--- src/sv/ghbr_pkg.sv ---
// ============================================================================
// ghbr_pkg - shared types and constants for the gray histogram bar renderer
// Holds the op codes, the queued command format and the column-to-bin map.
// ============================================================================
package ghbr_pkg;

  localparam int COUNT_WIDTH_DEF = 22;
  localparam int CHART_ROWS      = 512;
  localparam int CHART_COLUMNS   = 768;
  localparam int NUM_BINS        = 256;
  localparam int BIN_W           = 8;
  localparam int ROW_W           = 9;
  localparam int COL_W           = 10;
  localparam int OP_W            = 2;
  localparam int IN_TDATA_W      = 32;
  localparam int QUEUE_DEPTH     = 4;

  // Bin 0 spans four columns, bins 1 to 254 three each, bin 255 the last two.
  localparam int FIRST_BIN_COLS  = 4;
  // x/3 == (x*683)>>11 for any x below 2048.
  localparam int DIV3_MUL        = 683;
  localparam int DIV3_SHIFT      = 11;

  typedef enum logic [OP_W-1:0] {
    OP_ACCUMULATE = 2'd0,
    OP_CLEAR      = 2'd1,
    OP_DRAW       = 2'd2
  } op_t;

  typedef struct packed {
    op_t              op;
    logic [BIN_W-1:0] addr;  // gray value or bin to draw
    logic [ROW_W-1:0] row;
  } cmd_t;

  typedef struct packed {
    logic full;
    logic empty;
  } q_status_t;

  function automatic logic [BIN_W-1:0] column_to_bin(input logic [COL_W-1:0] col);
    logic [COL_W-1:0]   off;
    logic [2*COL_W-1:0] prod;
    logic [BIN_W:0]     bin;
    logic [BIN_W-1:0]   res;
    off  = col - COL_W'(FIRST_BIN_COLS);
    prod = (2*COL_W)'(off) * (2*COL_W)'(DIV3_MUL);
    bin  = (BIN_W+1)'(prod >> DIV3_SHIFT) + (BIN_W+1)'(1);
    if (col >= COL_W'(CHART_COLUMNS)) begin
      res = '1;
    end else if (col < COL_W'(FIRST_BIN_COLS)) begin
      res = '0;
    end else if (bin[BIN_W]) begin
      res = '1;
    end else begin
      res = bin[BIN_W-1:0];
    end
    return res;
  endfunction

endpackage

--- src/sv/ghbr_fifo.sv ---
// ============================================================================
// ghbr_fifo - command queue between front and back
// Small register FIFO; push and pop may happen in the same cycle.
// ============================================================================
module ghbr_fifo #(
  parameter int DEPTH = ghbr_pkg::QUEUE_DEPTH
) (
  input  logic                clk,
  input  logic                rst_n,
  input  logic                push,
  input  ghbr_pkg::cmd_t      push_cmd,
  input  logic                pop,
  output ghbr_pkg::cmd_t      head_cmd,
  output ghbr_pkg::q_status_t status
);
  import ghbr_pkg::*;

  localparam int PTR_W = (DEPTH > 1) ? $clog2(DEPTH) : 1;
  localparam int CNT_W = $clog2(DEPTH + 1);

  cmd_t             mem_r [DEPTH];
  logic [PTR_W-1:0] wr_ptr_r, wr_ptr_nxt;
  logic [PTR_W-1:0] rd_ptr_r, rd_ptr_nxt;
  logic [CNT_W-1:0] count_r, count_nxt;
  logic             do_push, do_pop;

  assign status.full  = (count_r == CNT_W'(DEPTH));
  assign status.empty = (count_r == '0);
  assign do_push      = push && !status.full;
  assign do_pop       = pop && !status.empty;
  assign head_cmd     = mem_r[rd_ptr_r];

  always_comb begin
    wr_ptr_nxt = wr_ptr_r;
    rd_ptr_nxt = rd_ptr_r;
    count_nxt  = count_r;
    if (do_push) begin
      wr_ptr_nxt = (wr_ptr_r == PTR_W'(DEPTH - 1)) ? '0 : wr_ptr_r + 1'b1;
    end
    if (do_pop) begin
      rd_ptr_nxt = (rd_ptr_r == PTR_W'(DEPTH - 1)) ? '0 : rd_ptr_r + 1'b1;
    end
    if (do_push && !do_pop) begin
      count_nxt = count_r + 1'b1;
    end else if (do_pop && !do_push) begin
      count_nxt = count_r - 1'b1;
    end
  end

  always_ff @(posedge clk) begin
    if (!rst_n) begin
      wr_ptr_r <= '0;
      rd_ptr_r <= '0;
      count_r  <= '0;
    end else begin
      wr_ptr_r <= wr_ptr_nxt;
      rd_ptr_r <= rd_ptr_nxt;
      count_r  <= count_nxt;
    end
  end

  always_ff @(posedge clk) begin
    if (do_push) begin
      mem_r[wr_ptr_r] <= push_cmd;
    end
  end

endmodule

--- config.mk ---
export PLATFORM = sky130hd
export DESIGN_NAME = ghbr_fifo
export DESIGN_NICKNAME = d
export VERILOG_FILES = /design/src/sv/ghbr_pkg.sv /design/src/sv/ghbr_fifo.sv
export SDC_FILE = /design/constraint.sdc
export NUM_CORES = 1
export LEC_CHECK = 0
export ABC_AREA = 1
export BUFFER_PORTS_ARGS = -buffer_cell sky130_fd_sc_hd__buf_2
export CAP_MARGIN = 20
export CELL_PAD_IN_SITES_DETAIL_PLACEMENT = 1
export CELL_PAD_IN_SITES_GLOBAL_PLACEMENT = 1
export CORE_ASPECT_RATIO = 0.7
export CORE_MARGIN = 3
export CORE_UTILIZATION = 50
export DETAILED_ROUTE_END_ITERATION = 8
export PLACE_DENSITY = 0.81
export SETUP_SLACK_MARGIN = 0.4
export SLEW_MARGIN = 10
export SYNTH_ARGS = -nofsm -noshare
export SYNTH_HDL_FRONTEND = slang
export SYNTH_SLANG_ARGS = --single-unit
--- constraint.sdc ---
create_clock -name clk -period 4.87 [get_ports clk]
set_input_delay 0.974 -clock clk [delete_from_list [all_inputs] [get_ports clk]]
set_output_delay 0.974 -clock clk [all_outputs]
set_load 0.01 [all_outputs]
==> impl_metrics.ini <==
[yosys]
synth_seq_area_share = 0.7341
netlist_area_um2 = 3354
syn-instance-count = 256
synthMuxAreaShare = 0
yosysTopAreaCell = edfxtp_1
synth.most_common_cell = edfxtp_1
async_flop_share = 0
synth_edf_count = 76
syn_area_per_cell_um2 = 13.10
yosys.area_share.simple = 0.08616
synth_common_cells = edfxtp_1 (76), nor2_1 (53), o21ai_0 (38)
yosys.cell_types.count = 23
synth.top_cells.by_area = edfxtp_1 (68%), nor2_1 (5.9%), o21ai_0 (5.7%)
ys.flop_type = edfxtp_1
yosysWarnings = 0
synth_top_area_frac = 0.6803
syn_nets = 286
synth_compound_area_frac = 0.1003
synthXorXnorAreaFrac = 0
synth_top_family_by_area = compound AO/OA/AOI/OAI gates
synthAdderAreaFrac = 0.02835
ys_ff_latch = 85

[global_route]
grt_max_degree = 39
antenna_found_initial = 0
grt_pass1_wl_um = 11430
grt_pass1_vias = 2234
grtUsageTotal = 0.1999
grt_overflow_total = 0

[sta]
tightest_slew_ns = 0.7794
fin_crit_ns = 2.971
slew_viol_final = 0
setup_viol = 0
holdWs_ns = 0.5530
fin_crit_sh = 0.6100
max_freq_mhz = 336.6
final.setup_skew_ns = 0.004201
finalSetupTns_ns = 0
slew_headroom = 0.4797
rsz0062_at_grt = no
hold_viol_final = 0

[cts]
clk_pin_slew_ns = 0.08
hold_buffers = 0
ctsLongestPathBuffers = 2
post_cts_resized = 0
worstSkewPairLatency_ns = 0.35
numCtsBuffers = 9
cts_root_buf = clkbuf_8
cts_tree = done
cts.sinks = 85
h-tree-depth = 3
cts_setup_buffers = 0

[cells_and_area]
nFillCells = 681
area_growth_pct = 14.32
diodes = 0
multi_input_area_um2 = 730.7
drive_gt1_frac = 0.2298
nets = 334
ff_latch_area_um2 = 2462
fin_area_um2 = 3835
layoutNonFillerInstCount = 400

[worst_setup_path]
required_ns = 3.90
crit_fanout = 20
cp_cell_sequence = inv_2 > o21ai_0 > o22ai_1 > buf_2
worst-setup-path-type = reg -> out
start_kind = flop
arrival_ns = 2.00
end_kind = output pin
slowest_stage = dfxtp_1
slowest_delay_ns = 0.83

[routing]
drc = 0
routed_wl_um = 7283
viasPerCell = 5.315
drt_pass1_iterations = 4
routed-via-count = 2126
drt_iter0_drc = 72
wl_per_cell_um = 18.21
ant_nets = 0

[pwr]
pwr-share-clk = 0.230
p_comb_frac = 0.298
ir_drop_mv = 0.2876
power.leakage_uw = 0.001427
seqPwrFrac = 0.472
p_switching_uw = 679.9
p_sw_frac = 0.3378
p_total_uw = 2013
powerDensity_nw_per_um2 = 524.8
p_int_uw = 1333

[flow_run]
maxCapViolCount = 0

[place]
placed_cell_area_um2 = 3616
place_congestion = 0.6811
portBuffers = 43
placed_cells = 381
dp_hpwl_um = 4634

[die]
dieHeight_um = 74.53
core-area_um2 = 6366
rows = 24
die_area_um2 = 7744
io_pins = 44
start_util = 0.5269
die_x_um = 103.9

[min_path]
holdCritPathClass = reg -> reg

[outcome]
status = finished clean
worst max-delay path, delay by kind of cell (launching register included):
kind	cells	cell delay, ns
buf+inv	2	0.48
flops	1	0.83
compound gates	2	0.32
flip-flops by register name (all words and copies together) (netlist names), named ones only:
signal / count
wr_ptr_r: 2
rd_ptr_r: 2
count_r: 3
mem_r: 76
path summary, 6_finish.rpt:
check                                start           to  slack, ns  cells past startpoint
worst min register to register  count_r[0]   count_r[0]       0.55                      2
worst max register to register  count_r[1]   count_r[1]       2.91                      9
worst min-delay path            count_r[0]   count_r[0]       0.55                      2
worst max-delay path                  flop  head_cmd[4]       1.90                      4
placed cells by master (no fill, tap or decap), types with 3 or more instances in the layout:
master    instances
nor2_2            6
edfxtp_1         76
clkbuf_8          9
ha_1              6
o21ai_0          38
inv_1            17
nor2_1           49
nand2_1          14
clkinv_1          3
dfxtp_1           9
o22ai_1          19
buf_2            43
cell type report:
class / count / area share
clock buffer: 10 / 0.03328
clock inverter: 6 / 0.01403
inverter: 19 / 0.01860
multi-input combinational: 141 / 0.1905
sequential: 85 / 0.6421
tap: 91 / 0.02969
timing repair buffer: 48 / 0.07178
logic make-up (layout without fill, tap and decap cells):
kind of cell | count (synthesis) | after routing
flops | 85 | 85
simple gates | 73 | 73
compound gates | 61 | 61
buf+inv | 30 | 83
fa+ha+maj | 7 | 7
per-stage QoR:
stage,setup slack [ns],utilization
finish,1.899,0.6024
global route,1.697,0.6024
CTS,1.817,0.5965
detailed placement,2.249,0.5680
global placement,2.224,0.5656
floorplan,2.588,-
per-layer routing:
| metal | global-route usage | wire (µm) |
|---|---|---|
| met1 | 0.2338 | 3168 |
| met2 | 0.3528 | 3677 |
| met3 | 0.07199 | 369 |
| met4 | 0.06637 | 68 |
| met5 | 0 | 0 |
power by group through the flow:
stage | clock network (µW) | logic [µW] | registers [µW]
finish | 463 | 599 | 951
CTS | 474 | 597 | 954
global placement | 0 | 557 | 963
detailed placement | 0 | 590 | 969
global route | 506 | 675 | 962
floorplan | 0 | 416 | 940
Power figures use the tool's default switching activity.
