$ cat config.mk
export PLATFORM = sky130hd
export DESIGN_NAME = ghbr_front
export DESIGN_NICKNAME = d
export VERILOG_FILES = /design/src/sv/ghbr_pkg.sv /design/src/sv/ghbr_front.sv
export SDC_FILE = /design/constraint.sdc
export NUM_CORES = 1
export LEC_CHECK = 0
export BUFFER_PORTS_ARGS = -buffer_cell sky130_fd_sc_hd__buf_2
export CAP_MARGIN = 5
export CORE_ASPECT_RATIO = 1.5
export CORE_MARGIN = 8
export CORE_UTILIZATION = 52
export DETAILED_ROUTE_END_ITERATION = 12
export PLACE_DENSITY_LB_ADDON = 0.08
export REMOVE_ABC_BUFFERS = 1
export SYNTH_ARGS = -nofsm -noshare
export SYNTH_HDL_FRONTEND = slang
export SYNTH_SLANG_ARGS = --single-unit
$ cat constraint.sdc
create_clock -name vclk -period 6.6
set_input_delay 0.66 -clock vclk [all_inputs]
set_output_delay 0.66 -clock vclk [all_outputs]
set_load 0.005 [all_outputs]
$ cat src/sv/ghbr_pkg.sv
// ============================================================================
// ghbr_pkg - shared types and constants for the gray histogram bar renderer
// Holds the op codes, the queued command format and the column-to-bin map.
// ============================================================================
package ghbr_pkg;

  localparam int COUNT_WIDTH_DEF = 22;
  localparam int CHART_ROWS      = 512;
  localparam int CHART_COLUMNS   = 768;
  localparam int NUM_BINS        = 256;
  localparam int BIN_W           = 8;
  localparam int ROW_W           = 9;
  localparam int COL_W           = 10;
  localparam int OP_W            = 2;
  localparam int IN_TDATA_W      = 32;
  localparam int QUEUE_DEPTH     = 4;

  // Bin 0 spans four columns, bins 1 to 254 three each, bin 255 the last two.
  localparam int FIRST_BIN_COLS  = 4;
  // x/3 == (x*683)>>11 for any x below 2048.
  localparam int DIV3_MUL        = 683;
  localparam int DIV3_SHIFT      = 11;

  typedef enum logic [OP_W-1:0] {
    OP_ACCUMULATE = 2'd0,
    OP_CLEAR      = 2'd1,
    OP_DRAW       = 2'd2
  } op_t;

  typedef struct packed {
    op_t              op;
    logic [BIN_W-1:0] addr;  // gray value or bin to draw
    logic [ROW_W-1:0] row;
  } cmd_t;

  typedef struct packed {
    logic full;
    logic empty;
  } q_status_t;

  function automatic logic [BIN_W-1:0] column_to_bin(input logic [COL_W-1:0] col);
    logic [COL_W-1:0]   off;
    logic [2*COL_W-1:0] prod;
    logic [BIN_W:0]     bin;
    logic [BIN_W-1:0]   res;
    off  = col - COL_W'(FIRST_BIN_COLS);
    prod = (2*COL_W)'(off) * (2*COL_W)'(DIV3_MUL);
    bin  = (BIN_W+1)'(prod >> DIV3_SHIFT) + (BIN_W+1)'(1);
    if (col >= COL_W'(CHART_COLUMNS)) begin
      res = '1;
    end else if (col < COL_W'(FIRST_BIN_COLS)) begin
      res = '0;
    end else if (bin[BIN_W]) begin
      res = '1;
    end else begin
      res = bin[BIN_W-1:0];
    end
    return res;
  endfunction

endpackage

$ cat src/sv/ghbr_front.sv
// ============================================================================
// ghbr_front - request intake and classification
// Decode the op, map the chart column to its bin and queue the command.
// ============================================================================
module ghbr_front (
  input  logic                                in_tvalid,
  output logic                                in_tready,
  input  logic [ghbr_pkg::OP_W-1:0]           in_tuser,
  input  logic [ghbr_pkg::IN_TDATA_W-1:0]     in_tdata,
  input  ghbr_pkg::q_status_t                 status,
  output logic                                push,
  output ghbr_pkg::cmd_t                      push_cmd
);
  import ghbr_pkg::*;

  logic [BIN_W-1:0] gray;
  logic [ROW_W-1:0] row;
  logic [COL_W-1:0] col;
  logic             keep;

  assign gray = in_tdata[BIN_W-1:0];
  assign row  = in_tdata[BIN_W+ROW_W-1:BIN_W];
  assign col  = in_tdata[BIN_W+ROW_W+COL_W-1:BIN_W+ROW_W];

  assign in_tready = !status.full;

  always_comb begin
    keep          = 1'b1;
    push_cmd.op   = OP_ACCUMULATE;
    push_cmd.addr = gray;
    push_cmd.row  = row;
    case (in_tuser)
      OP_ACCUMULATE: begin
        push_cmd.op   = OP_ACCUMULATE;
        push_cmd.addr = gray;
      end
      OP_CLEAR: begin
        push_cmd.op   = OP_CLEAR;
      end
      OP_DRAW: begin
        push_cmd.op   = OP_DRAW;
        push_cmd.addr = column_to_bin(col);
      end
      default: begin
        // unused code: drop without effect
        keep = 1'b0;
      end
    endcase
  end

  assign push = in_tvalid && in_tready && keep;

endmodule

==> results.py, run 1 <==
metrics = {
    "outcome": {
        "status": "finished, violations left",
        "violations": "negative setup slack",
    },
    "power_and_ir_drop": {
        "ir_drop_v": 0.0003765,
        "power.switching_uw": 1163,
        "p_seq_share_pct": 0,
        "combPwrFrac_pct": 100.0,
        "p_int_uw": 1270,
        "power_density_nw_per_um2": 655.1,
        "leakage_uw": 0.001843,
        "switching_share_pct": 47.81,
        "power.share.clock_pct": 0,
    },
    "timing": {
        "max_slew_margin_pct": 69.22,
        "worstMarginPinSlew_ns": 0.4601,
        "max_freq_mhz": 147.0,
        "setup_tns_ns": -0.9638,
        "drv_slew": 0,
        "hold_viol": 0,
        "rsz0062_at_grt": "yes",
        "period_needed_ns": 6.805,
        "finalCritPeriodShare_pct": 103.1,
        "setup_viol": 7,
        "setup_ws_ns": -0.2048,
    },
    "global_route": {
        "grt_pass1_vias": 2845,
        "grt_max_degree": 9,
        "grtUsageTotal_pct": 20.76,
        "antenna_found_initial": 0,
        "grt_pass1_wl_um": 12400,
        "globalRouteOverflowTotal": 0,
    },
    "final_layout": {
        "layout.nets": 527,
        "n_sequential_cell": 0,
        "clkbuf_count": 0,
        "regArea_um2": 0,
        "drive_gt1_share_pct": 44.99,
        "fillers": 339,
        "syn_to_final_growth_pct": 49.67,
        "final_area_um2": 3714,
        "antenna_cells": 0,
    },
    "setup_path": {
        "worst_path_largest_cell_delay_ns": 0.46,
        "path_class": "input pin to output pin",
        "crit_path_top_delay_cell": "fa_1",
        "worstPathRequired_ns": 5.94,
        "cp_num_buf_inv": 5,
        "cp_cell_sequence": "buf_8 > nor3_4 > or3b_4 > nor3_4 > xnor2_2 > inv_1 > ha_2 > ha_4 > fa_2 > fa_1 > ha_1 > ha_4 > buf_4 > and3_1 > and2_1 > a221o_2 > xnor2_2 > nor4_2 > buf_4 > nand3_4 > a221oi_4 > a31oi_1 > buf_2",
        "cp.arrival_ns": 6.14,
        "end_kind": "output pin",
        "crit_family": "adder cells",
        "path_max_fanout": 5,
        "cp-start-kind": "input pin",
    },
    "floorplan": {
        "core_um2": 4732,
        "die_h_um": 100.6,
        "die_x_um": 72.40,
        "start_util_pct": 52.43,
        "rows": 31,
        "die-area_um2": 7283,
        "io_pins": 58,
    },
    "placement": {
        "place_hpwl_um": 5835,
        "place_area_um2": 3187,
        "io_buffers": 34,
        "gp_congestion": 0.8476,
    },
    "route": {
        "vias": 2643,
        "drc": 0,
        "via_per_inst": 5.564,
        "drtIter0Drc": 78,
        "firstDrtPassIters": 4,
        "routedWlPerCell_um": 16.15,
        "routed_wl_um": 7673,
        "ant_nets": 0,
    },
    "synthesis": {
        "synth_area_um2": 2481,
        "ys_top_cells_by_area": "ha_1 30%, fa_1 16%, inv_1 6.5%",
        "synth_warnings": 0,
        "synthDistinctLibCells": 47,
        "synth-seq-area-share_pct": 0,
        "synth_top_area_cell": "ha_1",
        "synth_top_area_share_pct": 29.75,
        "synthCells": 304,
        "syn_avg_cell_area_um2": 8.162,
    },
    "job": {
        "maxCapViolations": 0,
    },
    "min_path": {
        "hold_path_depth": 0,
        "whs_endpoint": "push_cmd[0]",
        "hp-class": "input pin to output pin",
        "holdCritStartpoint": "in_tdata[8]",
    },
    "clock_tree": {
        "postCtsHoldBufs": 0,
    },
}
## power by group through the flow
stage               combinational [uW]  sequential [uW]  clock [uW]
floorplan                         1070                0           0
global placement                  1840                0           0
detailed placement                1870                0           0
CTS                               2150                0           0
global route                      2660                0           0
finish                            2430                0           0
## through the flow
stage	total power (uW)	instances	setup WS, ns	hold WS [ns]	utilization, %
floorplan	1074	290	-0.2178	1.320	-
global placement	1838	462	-0.5053	1.320	67.35
detailed placement	1872	462	-0.6057	1.320	67.35
CTS	2146	473	-0.02934	1.320	74.99
global route	2657	475	-0.3567	1.320	78.48
finish	2433	475	-0.2048	1.320	78.48
## Yosys cell counts (2+ instances only)
cell type,instances
a21o_1,4
a21oi_1,21
a22oi_1,4
a31oi_1,4
and2_1,7
and3_1,3
buf_4,9
clkbuf_1,4
fa_1,20
ha_1,59
inv_1,43
nand2_1,17
nand2b_1,3
nand3_1,6
nand4_1,5
nor2_1,9
nor2b_1,3
nor3_1,6
nor4_1,3
o211a_1,3
o211ai_1,5
o21ai_0,14
o221ai_1,2
o31ai_1,2
xnor2_1,15
xor2_1,12
## cell usage in the layout (no fill, tap or decap), types with 5 or more instances in the layout
cell type	count
buf_2	31
nand4_1	5
xor2_2	6
buf_4	81
a21oi_1	16
o211ai_1	5
xor2_1	6
buf_6	6
nand2_1	14
nor2_1	7
o21ai_0	8
fa_1	19
ha_4	11
xnor2_1	11
a21oi_2	5
nand3_1	5
ha_1	46
inv_1	38
## layer usage
metal / GRT usage [%] / wire [um] / vias up
met3: 3.586 / 319 / 24
met5: 0 / 0 / -
met1: 18.80 / 2598 / 1257
li1: - / - / 1278
met4: 6.656 / 235 / 0
met2: 43.34 / 4518 / 84
## area by class of cell
| cell class | count | area, um^2 | share of cell area, % |
|---|---|---|---|
| Inverter | 43 | 166.4 | 4.481 |
| Multi-Input combinational cell | 247 | 2619 | 70.52 |
| Tap cell | 66 | 82.58 | 2.224 |
| Timing Repair Buffer | 119 | 845.8 | 22.78 |
## how the worst max path moves through the flow
stage | startpoint | depth (start not counted) | end | slack [ns]
6_report | in_tdata[20] | 23 | push_cmd[13] | -0.20
5_1_grt | in_tdata[20] | 23 | push_cmd[13] | -0.36
4_1_cts | in_tdata[20] | 25 | push_cmd[13] | -0.03
3_5_place_dp | in_tdata[19] | 25 | push_cmd[13] | -0.61
3_3_place_gp | in_tdata[21] | 23 | push_cmd[13] | -0.51
2_1_floorplan | in_tdata[21] | 20 | push_cmd[13] | -0.22
## cell families after synthesis
| family | after synthesis | synth area share [%] |
|---|---|---|
| buf+inv | 57 | 10.03 |
| simple gates | 69 | 14.57 |
| fa+ha+maj | 79 | 45.89 |
| xor+xnor | 27 | 9.531 |
| compound gates | 70 | 19.11 |
| mux | 2 | 0.8573 |
## timing repair
action / CTS / global route
resized for setup: 52 / 32
pin swaps: 34 / 26
hold endpoints to repair: 0 / 0
buffers inserted: 12 / 3
endpoints found under the setup margin: 8 / 8
Power figures use the tool's default switching activity.
==> inputs of run 2 (changes only) <==
--- a/config.mk
+++ b/config.mk
@@ -9,7 +9,7 @@
 export CAP_MARGIN = 5
 export CORE_ASPECT_RATIO = 1.5
 export CORE_MARGIN = 8
-export CORE_UTILIZATION = 52
+export CORE_UTILIZATION = 43
 export DETAILED_ROUTE_END_ITERATION = 12
 export PLACE_DENSITY_LB_ADDON = 0.08
 export REMOVE_ABC_BUFFERS = 1
==> results.py, run 2 (synthesis results as in run 1) <==
metrics = {
    "final_layout": {
        "regArea_um2": 0,
        "final_cell_mix": "93 x buf_4, 46 x ha_1, 37 x inv_1",
        "final_area_um2": 3782,
        "n_sequential_cell": 0,
        "antenna_cells": 0,
        "final_core_util_pct": 66.35,
        "syn_to_final_growth_pct": 52.45,
        "layout.nets": 536,
        "clkbuf_count": 0,
        "fillers": 506,
        "layout_commonest_cell": "buf_4",
        "drive_gt1_share_pct": 44.98,
    },
    "timing": {
        "setup_ws_ns": -0.03161,
        "max_slew_margin_pct": 45.87,
        "finalCritPeriodShare_pct": 100.5,
        "setup_tns_ns": -0.07228,
        "worstMarginPinSlew_ns": 0.8092,
        "drv_slew": 0,
        "period_needed_ns": 6.632,
        "fin_hold_ws_ns": 1.320,
        "max_freq_mhz": 150.8,
        "hold_viol": 0,
        "rsz0062_at_grt": "yes",
        "setup_viol": 7,
    },
    "floorplan": {
        "core_um2": 5700,
        "rows": 34,
        "die-area_um2": 8507,
        "die_h_um": 109.0,
        "io_pins": 58,
        "start_util_pct": 43.53,
        "die_x_um": 78.02,
    },
    "global_route": {
        "grt_pass1_wl_um": 11870,
        "grtUsageTotal_pct": 16.77,
        "grt_pass1_vias": 2738,
        "globalRouteOverflowTotal": 0,
        "antenna_found_initial": 0,
        "grt_max_degree": 14,
    },
    "setup_path": {
        "end_kind": "output pin",
        "cp-start-kind": "input pin",
        "path_max_fanout": 5,
        "cp.arrival_ns": 5.97,
        "worstPathRequired_ns": 5.94,
        "path_class": "input pin to output pin",
        "setup.worst_path.start": "in_tdata[20]",
    },
    "outcome": {
        "status": "finished, violations left",
        "violations": "negative setup slack",
    },
    "route": {
        "ant_nets": 0,
        "firstDrtPassIters": 6,
        "routedWlPerCell_um": 14.59,
        "vias": 2562,
        "drc": 0,
        "routed_wl_um": 7147,
        "via_per_inst": 5.229,
        "drtIter0Drc": 74,
    },
    "power_and_ir_drop": {
        "power.switching_uw": 1101,
        "p_int_uw": 1270,
        "switching_share_pct": 46.44,
        "power_density_nw_per_um2": 627.0,
        "power.share.clock_pct": 0,
        "p_seq_share_pct": 0,
        "combPwrFrac_pct": 100.0,
        "ir_drop_v": 0.0002974,
        "leakage_uw": 0.001891,
    },
    "clock_tree": {
        "postCtsHoldBufs": 0,
    },
    "placement": {
        "gp_congestion": 0.8684,
        "post-place-ws_ns": -0.6128,
        "place_area_um2": 3269,
        "place_hpwl_um": 6111,
        "io_buffers": 34,
    },
    "min_path": {
        "holdCritStartpoint": "in_tdata[8]",
        "hp-class": "input pin to output pin",
    },
    "job": {
        "maxCapViolations": 0,
    },
}
run 2: power by group through the flow:
stage | Clock, uW | Combinational, uW | Sequential [uW]
after floorplan | 0 | 1070 | 0
after global placement | 0 | 1930 | 0
after detailed placement | 0 | 1940 | 0
after CTS | 0 | 2140 | 0
after global routing | 0 | 2630 | 0
final | 0 | 2370 | 0
run 2: repair_timing:
action,CTS,global route
resized for setup,48,26
setup endpoints to repair,8,8
pin swaps,36,26
buffers inserted,9,4
hold endpoints to repair,0,0
run 2: worst paths after layout:
path,to,slack (ns),depth (start not counted)
setup / recovery,push_cmd[13],-0.03,26
hold / removal,push_cmd[0],1.32,0
run 2: routing by layer:
layer  GRT usage [%]  wire length [um]  vias to the layer above
li1                -                 -                     1300
met3           2.228               234                       15
met2           35.83              4225                       50
met4           4.388               208                        0
met1           15.79              2478                     1197
met5               0                 0                        -
run 2: cell type report:
cell class	instances	area (um^2)	share of cell area, %
inverters	43	166.4	4.400
repair buffers	128	895.9	23.69
well taps	72	90.09	2.382
multi-input cells	247	2630	69.53
run 2: worst max-delay path, cell delays in order:
cell	delay, ns
buf_8	0.11
inv_4	0.05
ha_4	0.13
nand2_2	0.05
or3_4	0.42
xnor2_4	0.21
ha_4	0.24
ha_4	0.27
fa_1	0.43
fa_1	0.49
inv_1	0.05
fa_1	0.47
inv_1	0.05
ha_2	0.34
o211ai_1	0.12
o21ai_0	0.17
o21ai_1	0.09
buf_4	0.16
o211a_4	0.26
xor2_2	0.20
nor2_2	0.07
buf_4	0.13
a21o_1	0.20
a221oi_4	0.31
a31oi_1	0.13
buf_2	0.15
run 2: metrics by stage:
| step | instances | total power [uW] |
|---|---|---|
| final | 490 | 2372 |
| after global routing | 490 | 2631 |
| after CTS | 486 | 2138 |
| after detailed placement | 478 | 1940 |
| after global placement | 478 | 1927 |
| after floorplan | 290 | 1074 |
